==> config.mk <==
export PLATFORM = sky130hd
export DESIGN_NAME = bfmd_axis
export DESIGN_NICKNAME = d
export VERILOG_FILES = /design/src/hw/rtl/bfmd_pkg.sv /design/src/hw/rtl/bfmd_axis.sv
export SDC_FILE = /design/constraint.sdc
export NUM_CORES = 1
export LEC_CHECK = 0
export BUFFER_PORTS_ARGS = -buffer_cell sky130_fd_sc_hd__buf_2
export CORE_ASPECT_RATIO = 0.8
export CORE_MARGIN = 3
export CORE_UTILIZATION = 30
export DETAILED_ROUTE_END_ITERATION = 12
export PLACE_DENSITY = 0.6
export SYNTH_ARGS = -nofsm -noshare
export SYNTH_HDL_FRONTEND = slang
export SYNTH_SLANG_ARGS = --single-unit
==> constraint.sdc <==
create_clock -name i_clk -period 4.85 [get_ports i_clk]
set_input_delay 1.455 -clock i_clk [delete_from_list [all_inputs] [get_ports i_clk]]
set_output_delay 1.455 -clock i_clk [all_outputs]
set_load 0.02 [all_outputs]
==> src/hw/rtl/bfmd_pkg.sv <==
`timescale 1ns / 1ps

package bfmd_pkg;

    localparam int DEF_MAX_WIDTH    = 256;
    localparam int DEF_MAX_HEIGHT   = 256;
    localparam int DEF_MAX_DEPTH    = 256;
    localparam int DEF_MAX_CHANNELS = 4;

    localparam int NUM_CHAN  = 4;
    localparam int CHAN_W    = 8;
    localparam int SUM_W     = 11;
    localparam int CFG_W     = 9;
    localparam int CFG_IDX_W = 3;
    localparam int CH_CNT_W  = 3;

    localparam int OUTQ_DEPTH = 3;
    localparam int QPTR_W     = $clog2(OUTQ_DEPTH);
    localparam int QCNT_W     = $clog2(OUTQ_DEPTH + 1);

    typedef enum logic [CFG_IDX_W-1:0] {
        CFG_SRC_WIDTH,
        CFG_SRC_HEIGHT,
        CFG_SRC_DEPTH,
        CFG_CHANNELS
    } t_cfg_reg;

    typedef struct packed {
        logic in_range;
        logic even;
        logic last_smp;
        logic last_blk;
        logic at_end;
        logic multi;
    } t_axis_flags;

    typedef struct packed {
        logic [NUM_CHAN-1:0][CHAN_W-1:0] chan;
        logic                            last;
    } t_px_out;

endpackage

==> src/hw/rtl/bfmd_axis.sv <==
`timescale 1ns / 1ps

module bfmd_axis #(
    parameter int MAX_SIZE = bfmd_pkg::DEF_MAX_WIDTH,
    localparam int CW = (MAX_SIZE > 1) ? $clog2(MAX_SIZE) : 1
) (
    input  logic                          i_clk,
    input  logic                          i_rst_n,
    input  logic                          i_clear,
    input  logic                          i_step,
    input  logic [bfmd_pkg::CFG_W-1:0]    i_cfg_size,
    output logic [CW-1:0]                 o_pos,
    output logic [CW:0]                   o_half,
    output bfmd_pkg::t_axis_flags         o_flags
);
    localparam int KW = (CW + 1 > bfmd_pkg::CFG_W) ? CW + 1 : bfmd_pkg::CFG_W;

    logic [CW-1:0] r_pos;
    logic [CW-1:0] n_pos;
    logic [KW-1:0] cfg_k;
    logic [KW-1:0] size_k;
    logic [CW:0]   size;
    logic [CW:0]   half_raw;
    logic [CW:0]   half;

    always_comb begin
        cfg_k = KW'(i_cfg_size);
        if (cfg_k == '0) begin
            size_k = KW'(1);
        end else if (cfg_k > KW'(MAX_SIZE)) begin
            size_k = KW'(MAX_SIZE);
        end else begin
            size_k = cfg_k;
        end
        size     = size_k[CW:0];
        half_raw = size >> 1;
        half     = (half_raw == '0) ? (CW+1)'(1) : half_raw;
    end

    always_comb begin
        o_flags.in_range = (CW+2)'(r_pos) < {half, 1'b0};
        o_flags.even     = ~r_pos[0];
        o_flags.multi    = size != (CW+1)'(1);
        o_flags.last_smp = o_flags.multi ? r_pos[0] : 1'b1;
        o_flags.last_blk = (CW+1)'(r_pos >> 1) == (half - 1'b1);
        o_flags.at_end   = ((CW+1)'(r_pos) + 1'b1) >= size;
    end

    always_comb begin
        n_pos = r_pos;
        if (i_clear) begin
            n_pos = '0;
        end else if (i_step) begin
            n_pos = o_flags.at_end ? '0 : r_pos + 1'b1;
        end
    end

    always_ff @(posedge i_clk) begin
        if (!i_rst_n) begin
            r_pos <= '0;
        end else begin
            r_pos <= n_pos;
        end
    end

    assign o_pos  = r_pos;
    assign o_half = half;

endmodule

**Word level (Yosys, flattened, before mapping)**

Index checks and enable logic that the tools add are counted.

- Bits in registers: 8
- Bits of input ports: 13
- Output and inout bits: 23
- Logic and storage cells: 19

- Add/subtract/negate cells: 3
- Order comparisons: 3
- Equal/unequal tests: 2
- Multiplexer cells: 5
- Bitwise operators: 2
- Reduce and logical (&&, ||, !) cells: 3

Operator list:

| cell | number |
|---|---|
| zero test 9 bit | 2 |
| 2-to-1 mux 9 bit | 2 |
| 2-to-1 mux 8 bit | 2 |
| adder 8 x 1 -> 9 bit (second input constant) | 1 |
| equality test 7 x 9 -> 1 bit | 1 |
| greater-or-equal comparator 9 bit | 1 |
| > comparator 9 bit (second input constant) | 1 |
| less-than comparator 8 x 9 -> 1 bit | 1 |
| != test 9 x 1 -> 1 bit (second input constant) | 1 |
| subtractor 8 x 1 -> 9 bit (second input constant) | 1 |
| adder 8 x 1 -> 8 bit (second input constant) | 1 |
| NOT 1 bit | 2 |
| OR reduction 2 bit | 1 |
| 2-to-1 mux 1 bit | 1 |

**Longest topological paths before layout**

Gate-level depths: netlist (run 1).

- Word-level depth: 7
- Depth in mapped cells: 13
- Depth with buffers taken out: 13

**Worst setup path after synthesis (run 1)**

OpenSTA, ideal clock, no wires.

- Path type: input to output
- Start: input i_cfg_size[5] (netlist name)
- End: output o_flags[2] (netlist name)
- Data arrival time: 3.570 ns
- Data required time: 3.395 ns
- Slack: -0.175 ns
- Stages on the path: 11
- Buffers on the path: 1
- Cell sequence: buf_2 nor3_1 o21ai_0 and2_1 ha_1 nand2_1 mux2_2 o22ai_1 xor2_1 o2111ai_1 nor4_1

RTL lines:

| element | line | text |
|---|---|---|
| start: declaration | bfmd_axis.sv:11 | `input logic [bfmd_pkg::CFG_W-1:0] i_cfg_size,` |
| end: declaration | bfmd_axis.sv:14 | `output bfmd_pkg::t_axis_flags o_flags` |

==> flow_summary_export.csv, run 1 <==
group,metric,value,unit
timing,drv_slew,0,
clock_network,clock-root-buffer,"clkbuf_8",
synthesis,synthFlopType,"dfxtp_1",
pwr,p_comb_share,41.9,%
worst_setup_path,required,3.39,ns
worst_setup_path,rrSetupSlack,1.94,ns
layout,drive_above_1_share,41.3,%
global_routing,grt_pass1_wl,6480,um
synthesis,synth.area.mux_share,0.929,%
synthesis,ys_types,36,
worst_setup_path,end_kind,"output port",
timing,setup_viol,0,
worst_hold_path,hp-class,"reg -> reg",
run,cap_violations,0,
layout,largest_reg_flops,8,
synthesis,synth_area_per_cell,7.05,sq um
timing,worst_slack,0.0380,ns
synthesis,yosys-top-cells-area,"ha_1 19%, dfxtp_1 13%, xnor2_1 6.5%, o21ai_0 6.2%, nand2_1 5.0%",
synthesis,async_flop_share,0,%
layout,syn_to_final_growth,52.9,%
timing,hold_viol,0,
timing,rsz0062_at_grt,"true",
place,dp.final_hpwl,2780,um
synthesis,synthAdderAreaFrac,18.6,%
detailed_routing,first_pass_iters,4,
detailed_routing,wl,3690,um
synthesis,ys_ff_latch,8,
pwr,switching_share,31.9,%
die,dieHeight,62.9,um
die,coreArea,3850,sq um
pwr,power.internal,171,uW
global_routing,antenna_found_initial,0,
worst_setup_path,critPathArrivalTime,3.36,ns
detailed_routing,wire_per_inst,12.7,um
place,io_buffers,34,
synthesis,synth_cells,172,
global_routing,overflow,0,
die,rows,20,
status,status,"completed",
layout,fin_area,1850,sq um
synthesis,synth_top_area_cell,"ha_1",
place,place_ws,-0.260,ns
synthesis,yosys.area.top_type_share,18.6,%
synthesis,synth-seq-area-share,13.2,%
global_routing,use_met3,3.75,%
die,ios,36,
pwr,pwr-share-seq,27.0,%
synthesis,synth_compound_area_share,20.6,%
layout,nets,268,
worst_setup_path,worst-setup-path-type,"in -> out",
global_routing,use_met1,22.2,%
synthesis,synthXorXnorAreaFrac,8.67,%
synthesis,syn_nets,203,
clock_network,clk_pin_slew,0.04,ns
pwr,power.density,135,nW/um^2
detailed_routing,route.vias.total,1410,
synthesis,synthSimpleGateAreaFrac,27.9,%
detailed_routing,final_antenna_net_count,0,
detailed_routing,drc,0,
synthesis,synth_top_family_by_area,"simple AND/OR/NAND/NOR gates",
timing,fin_crit,4.81,ns
clock_network,clock_sinks,8,
global_routing,grt_use_total,15.9,%
global_routing,grt_busiest_layer,"met2",
clock_network,cts_tree,"built",
pwr,ir_worst_vdd,0.000165,V
clock_network,numCtsBuffers,3,
layout,n_antenna_cell,0,
die,die_area,4840,sq um
synthesis,synth-edff-count,0,
clock_network,clk_latency,0.22,ns
pwr,p_leak,0.934,nW
global_routing,grt_pass1_vias,1431,
worst_setup_path,start_kind,"primary input",
synthesis,yosysWarnings,0,
detailed_routing,drt_iter0_markers,55,
worst_setup_path,cp_max_fo,2,
clock_network,cts-htree-levels,1,
detailed_routing,vias_per_cell,4.86,
place,routabilityCongestion,0.831,
pwr,p_switching,80.2,uW
pwr,p_clk_share,31.1,%
timing,period_share,99.2,%
timing,fmax,208,MHz
die,die_w,77.1,um
global_routing,grt_max_degree,13,
global_routing,grtUsageMet2,26.4,%
timing,clock-skew-final,0.000643,ns
synthesis,netlist_area,1210,sq um
die,initial_core_util,31.5,%
clock_network,clk_path_buf_depth,2,
place,place_area,1580,sq um
## cell type report
| cell class | count | area [sq um] |
|---|---|---|
| flip-flops and latches | 8 | 160 |
| clock buffers | 3 | 41.3 |
| repair buffers | 71 | 490 |
| fillers | 425 | 2000 |
| multi-input cells | 138 | 1030 |
| well taps | 55 | 68.8 |
| inverters | 15 | 58.8 |
## worst max-delay path, cell delays in order
cell and delay [ns]:
buf_6 0.09, or3_4 0.39, nor3_4 0.15, a21oi_2 0.08, nor2_2 0.11, ha_1 0.23
nand2b_4 0.14, a211oi_2 0.24, nor3_2 0.07, o21ai_1 0.14, buf_4 0.13, inv_2 0.03
buf_6 0.12
## cells in the final DEF, fill, tap and decap left out, drive strengths merged
cell and n:
a22o 5, dfxtp 8, and3 6, nand2 16, o21a 2, o31ai 1
a221oi 1, xor2 3, inv 15, o22a 1, clkbuf 3, a21oi 6
a211oi 3, nand4 1, o2111ai 2, mux2 1, o21ai 15, nor2b 6
nand2b 4, nor4 2, conb 1, a31oi 1, o22ai 1, nand3 10
xnor2 9, buf 71, nor2 16, o32ai 1, or3 1, nor3 4
and2 1, ha 18
## final timing paths
path | start | to | depth (start not counted)
max | i_cfg_size[1] | o_flags[1] | 13
min reg2reg | o_pos[1] | o_pos[1] | 2
max reg2reg | o_pos[0] | o_pos[3] | 10
min | o_pos[1] | o_pos[1] | 2
## layer usage
metal	routed length (um)	up-vias
met1	1800	644
met4	0	0
met2	1690	38
met5	0	-
met3	198	0
li1	-	728
## cells in the mapped netlist, drive strengths merged, types with 2 or more instances
cell     count
clkbuf       4
nand3       10
dfxtp        8
ha          18
o2111ai      2
nor2        16
o21a         2
o21ai       15
xnor2        9
and3         6
a211oi       3
buf          7
a21oi        6
xor2         3
nand2       16
nor4         2
a22o         5
nor2b        6
inv         15
nand2b       4
nor3         4
## logic make-up (layout without fill, tap and decap cells)
family,Yosys count,after routing
AOI/OAI and AO/OA,39,39
xor gates and xnor gates,12,12
adders and majority gates,18,18
buffers and inverters,26,89
DFF,8,8
muxes,1,1
other,1,1
and+or+nand+nor,67,67
## power groups by stage
stage	Combinational (mW)	Clock, mW	Sequential, mW
final	0.105	0.0781	0.0678
after global routing	0.116	0.0832	0.0680
after CTS	0.0995	0.0799	0.0679
after detailed placement	0.0859	0	0.0689
after global placement	0.0853	0	0.0689
after floorplan	0.0517	0	0.0692
## stage by stage
step                hold WS, ns  power (mW)  instances   TNS [ns]  utilization [%]
floorplan                 0.592       0.121        172          0                -
global placement          0.559       0.154        275     -0.382             41.1
detailed placement        0.559       0.155        275     -0.617             41.1
CTS                       0.572       0.247        288  -0.000727             46.5
global route              0.613       0.267        290     -0.103             48.1
finish                    0.566       0.251        290          0             48.1
## what timing repair did
action,4_1_cts,5_1_grt
hold buffers,0,0
endpoints found under the setup margin,3,3
resized for setup,25,12
buffers inserted,10,2
pin swaps,17,14
Power figures use the tool's default switching activity.
==> run 2: changes to the inputs <==
RECOVER_POWER = 50   (was default)
==> run 2 against run 1 <==
  * Clock power is essentially flat
  * Die area stayed put
  * First-iteration DRC count unchanged
  * Non-clock buffer count unchanged
  * Sequential share of layout area up 0.059 points
  * Power fell by 0.14%
  * Utilization is 0.32 points lower
  * Register-to-register slack is essentially flat
  * Critical endpoint unchanged
==> flow_summary_export.csv, run 2 (synthesis gave the netlist of run 1 again) <==
group,metric,value,unit
status,status,"completed",
global_routing,grt_pass1_wl,6480,um
timing,fmax,208,MHz
place,routabilityCongestion,0.831,
timing,fin_crit,4.81,ns
worst_setup_path,required,3.39,ns
worst_setup_path,end_kind,"output port",
layout,drive_above_1_share,37.0,%
timing,clock-skew-final,0.000645,ns
layout,final_cell_mix,"39 x buf_4, 16 x ha_1, 16 x buf_2",
global_routing,antenna_found_initial,0,
place,place_ws,-0.260,ns
die,die_w,77.1,um
layout,n_antenna_cell,0,
global_routing,grt_pass1_vias,1431,
global_routing,grt_max_degree,13,
pwr,p_leak,0.894,nW
die,dieHeight,62.9,um
timing,worst_slack,0.0383,ns
global_routing,grt_use_total,15.9,%
detailed_routing,drc,0,
worst_hold_path,hp-class,"reg -> reg",
die,die_area,4840,sq um
layout,finalNonFillerCells,290,
detailed_routing,vias_per_cell,4.86,
clock_network,cts_tree,"built",
pwr,ir_worst_vdd,0.000165,V
run,cap_violations,0,
die,coreArea,3850,sq um
place,io_buffers,34,
clock_network,clock-root-buffer,"clkbuf_8",
die,ios,36,
worst_setup_path,critPathArrivalTime,3.36,ns
clock_network,clk_path_buf_depth,2,
detailed_routing,route.vias.total,1409,
layout,fin_util,47.8,%
layout,largest_reg_flops,8,
detailed_routing,first_pass_iters,4,
detailed_routing,final_antenna_net_count,0,
clock_network,holdBufCountCts,0,
global_routing,overflow,0,
layout,final_common_cell,"buf_4",
timing,drv_slew,0,
detailed_routing,drt_iter0_markers,55,
pwr,power.density,136,nW/um^2
clock_network,clk_pin_slew,0.04,ns
clock_network,clock_sinks,8,
worst_setup_path,cp_max_fo,2,
clock_network,cts-htree-levels,1,
layout,nets,268,
die,rows,20,
place,dp.final_hpwl,2780,um
pwr,total_power,251,uW
timing,rsz0062_at_grt,"true",
timing,setup_viol,0,
place,dp_cells,275,
layout,num-fill-cells,429,
die,initial_core_util,31.5,%
worst_setup_path,start_kind,"primary input",
clock_network,clk_latency,0.22,ns
clock_network,numCtsBuffers,3,
detailed_routing,wire_per_inst,12.7,um
timing,hold_viol,0,
timing,period_share,99.2,%
layout,syn_to_final_growth,51.9,%
detailed_routing,wl,3690,um
worst_setup_path,worst-setup-path-type,"in -> out",
timing,fin_hold_ws,0.567,ns
[run 2: what timing repair did]
item                                   4_1_cts  5_1_grt
pin swaps                                   17       14
setup buffers                               10        2
endpoints found under the hold margin        0        0
setup endpoints to repair                    3        3
resized for setup                           25       12
[run 2: worst paths after layout]
check,slack (ns),cells after the start,startpoint,to
setup / recovery,0.04,13,i_cfg_size[1],o_flags[1]
hold / removal,0.57,2,o_pos[1],o_pos[1]
setup reg to reg,1.94,10,o_pos[0],o_pos[3]
hold reg to reg,0.57,2,o_pos[1],o_pos[1]
[run 2: area by class of cell]
class	instances	area [sq um]	share of cell area (%)
sequential	8	160	8.70
clock buffer	3	41.3	2.24
timing repair buffer	71	478	26.0
multi-input combinational	138	1030	56.2
inverter	15	58.8	3.19
tap	55	68.8	3.74
[run 2: power breakdown]
part / switching (mW) / internal, mW / leakage [nW] / total [mW]
Clock: 0.0245 / 0.0536 / 0.0216 / 0.0781
Sequential: 0.00117 / 0.0666 / 0.0646 / 0.0678
Combinational: 0.0545 / 0.0502 / 0.808 / 0.105
[run 2: layer usage]
metal,up-vias,global-route usage (%),wire length [um]
met3,0,3.75,198
met5,-,0,0
met2,38,26.4,1690
met1,644,22.2,1800
li1,727,-,-
met4,0,0,0
[run 2: critical path: stages]
cell	delay [ns]
buf_6	0.09
or3_4	0.39
nor3_4	0.15
a21oi_2	0.08
nor2_2	0.11
ha_1	0.23
nand2b_4	0.14
a211oi_2	0.24
nor3_2	0.07
o21ai_1	0.14
buf_4	0.13
inv_2	0.03
buf_6	0.12
[run 2: per-stage QoR]
stage	setup TNS, ns	cell area [sq um]
global route	-0.103	1840
detailed placement	-0.617	1580
finish	0	1840
CTS	-0.000727	1790
floorplan	0	1220
global placement	-0.382	1580
==> run 3: changes to the inputs <==
CAP_MARGIN = 40   (was default)
SETUP_SLACK_MARGIN = 0.3   (was default)
==> run 3 against run 2 <==
  * Combinational power increased by 6%
  * Sequential power about the same
  * Maximum frequency up 0.60%
  * Utilization is 0.65 points higher
  * Hold slack is essentially flat
  * Highest routed layer is now met4
  * Clock skew hardly changed
  * Non-clock buffer count fell by 3
  * Sequential share of layout area decreased by 0.12 points
  * Sequential cell count stayed put
==> flow_summary_export.csv, run 3 (synthesis gave the netlist of run 1 again) <==
group,metric,value,unit
run,cap_violations,0,
timing,fin_crit,4.78,ns
place,dp_cells,268,
layout,n_antenna_cell,0,
die,coreArea,3850,sq um
detailed_routing,first_pass_iters,4,
worst_setup_path,timing.rr.start,"o_pos[0]",
pwr,p_comb_share,43.1,%
detailed_routing,vias_per_cell,5.03,
timing,tightest_slew,0.514,ns
die,die_w,77.1,um
clock_network,holdBufCountCts,0,
global_routing,grt_max_degree,13,
die,die_area,4840,sq um
timing,rsz0062_at_grt,"true",
global_routing,grt_use_total,15.9,%
pwr,p_leak,0.901,nW
die,ios,36,
pwr,ir_worst_vdd,0.000138,V
die,initial_core_util,31.5,%
layout,num-fill-cells,426,
place,routabilityCongestion,0.872,
worst_setup_path,cp_max_fo,6,
pwr,power.density,138,nW/um^2
detailed_routing,wl,4020,um
worst_setup_path,critPathLaunch,"i_cfg_size[8]",
worst_setup_path,required,3.39,ns
timing,drv_slew,0,
detailed_routing,drc,0,
worst_hold_path,hp-class,"reg -> reg",
layout,final_common_cell,"buf_4",
layout,syn_to_final_growth,54.0,%
place,place_area,1570,sq um
pwr,pwr-share-seq,26.4,%
layout,final_cell_mix,"34 x buf_4, 21 x buf_2, 16 x ha_1",
worst_setup_path,worst-setup-path-type,"in -> out",
layout,fin_area,1870,sq um
timing,hold_viol,0,
timing,setup_viol,0,
layout,finalNonFillerCells,287,
global_routing,antenna_found_initial,0,
worst_setup_path,critPathArrivalTime,3.33,ns
clock_network,clk_pin_slew,0.04,ns
clock_network,clk_latency,0.23,ns
pwr,switching_share,33.1,%
die,rows,20,
place,io_buffers,34,
pwr,p_clk_share,30.5,%
place,dp.final_hpwl,2820,um
layout,largest_reg_flops,8,
worst_setup_path,start_kind,"primary input",
clock_network,numCtsBuffers,3,
clock_network,clk_path_buf_depth,2,
detailed_routing,wire_per_inst,14.0,um
clock_network,cts-htree-levels,1,
layout,drive_above_1_share,39.7,%
global_routing,grt_pass1_vias,1358,
die,dieHeight,62.9,um
clock_network,clock-root-buffer,"clkbuf_8",
timing,period_share,98.6,%
pwr,p_switching,85.2,uW
place,place_ws,-0.0559,ns
global_routing,grt_pass1_wl,6320,um
status,status,"completed",
worst_setup_path,end_kind,"output port",
timing,worst_slack,0.0669,ns
detailed_routing,route.vias.total,1443,
detailed_routing,final_antenna_net_count,0,
layout,nets,265,
global_routing,overflow,0,
pwr,power.internal,172,uW
worst_hold_path,min_from,"o_pos[1]",
clock_network,cts_tree,"built",
timing,fmax,209,MHz
detailed_routing,drt_iter0_markers,38,
timing,clock-skew-final,0.00108,ns
timing,relSlewSlack,65.6,%
clock_network,clock_sinks,8,
timing,fin_hold_ws,0.567,ns
## run 3: path summary, 6_finish.rpt
check / cells after the start / to / slack [ns]
max: 12 / o_flags[2] / 0.07
min: 2 / o_pos[1] / 0.57
max reg2reg: 10 / o_pos[3] / 1.88
min reg2reg: 2 / o_pos[1] / 0.57
## run 3: stage by stage
stage | power (mW) | TNS, ns | util, %
2_1_floorplan | 0.126 | 0 | -
3_3_place_gp | 0.155 | 0 | 40.8
3_5_place_dp | 0.156 | -0.0853 | 40.8
4_1_cts | 0.252 | 0 | 46.7
5_1_grt | 0.275 | -0.0739 | 48.4
6_report | 0.257 | 0 | 48.4
## run 3: critical path, stage by stage
cell and delay (ns):
buf_2 0.12, buf_4 0.14, o21ai_2 0.13, and2_4 0.18, ha_4 0.17, nand2_2 0.06
mux2_4 0.27, o22ai_2 0.13, xor2_1 0.20, o2111ai_2 0.16, nor4_4 0.15, buf_4 0.17
## run 3: cell type report
| cell class | instances | area (sq um) | area share [%] |
|---|---|---|---|
| Multi-Input combinational cell | 138 | 1080 | 58.0 |
| Sequential cell | 8 | 160 | 8.58 |
| Tap cell | 55 | 68.8 | 3.69 |
| Inverter | 15 | 56.3 | 3.02 |
| Clock buffer | 3 | 41.3 | 2.21 |
| Timing Repair Buffer | 68 | 458 | 24.5 |
## run 3: power groups by stage
stage | Clock, mW | Sequential, mW | Combinational [mW]
final | 0.0785 | 0.0678 | 0.111
after global routing | 0.0869 | 0.0679 | 0.121
after CTS | 0.0824 | 0.0678 | 0.102
after detailed placement | 0 | 0.0689 | 0.0871
after global placement | 0 | 0.0689 | 0.0865
after floorplan | 0 | 0.0692 | 0.0565
## run 3: timing repair
item | in CTS | in global routing
endpoints found under the setup margin | 3 | 3
gates cloned | 0 | 0
gates resized for setup | 18 | 17
setup buffers | 15 | 1
pin swaps | 9 | 5
## run 3: per-layer routing
| layer | up-vias | wire length, um | track usage [%] |
|---|---|---|---|
| met4 | 0 | 10 | 1.56 |
| met2 | 52 | 1890 | 27.4 |
| met5 | - | 0 | 0 |
| met1 | 673 | 1870 | 21.0 |
| li1 | 716 | - | - |
| met3 | 2 | 244 | 3.75 |
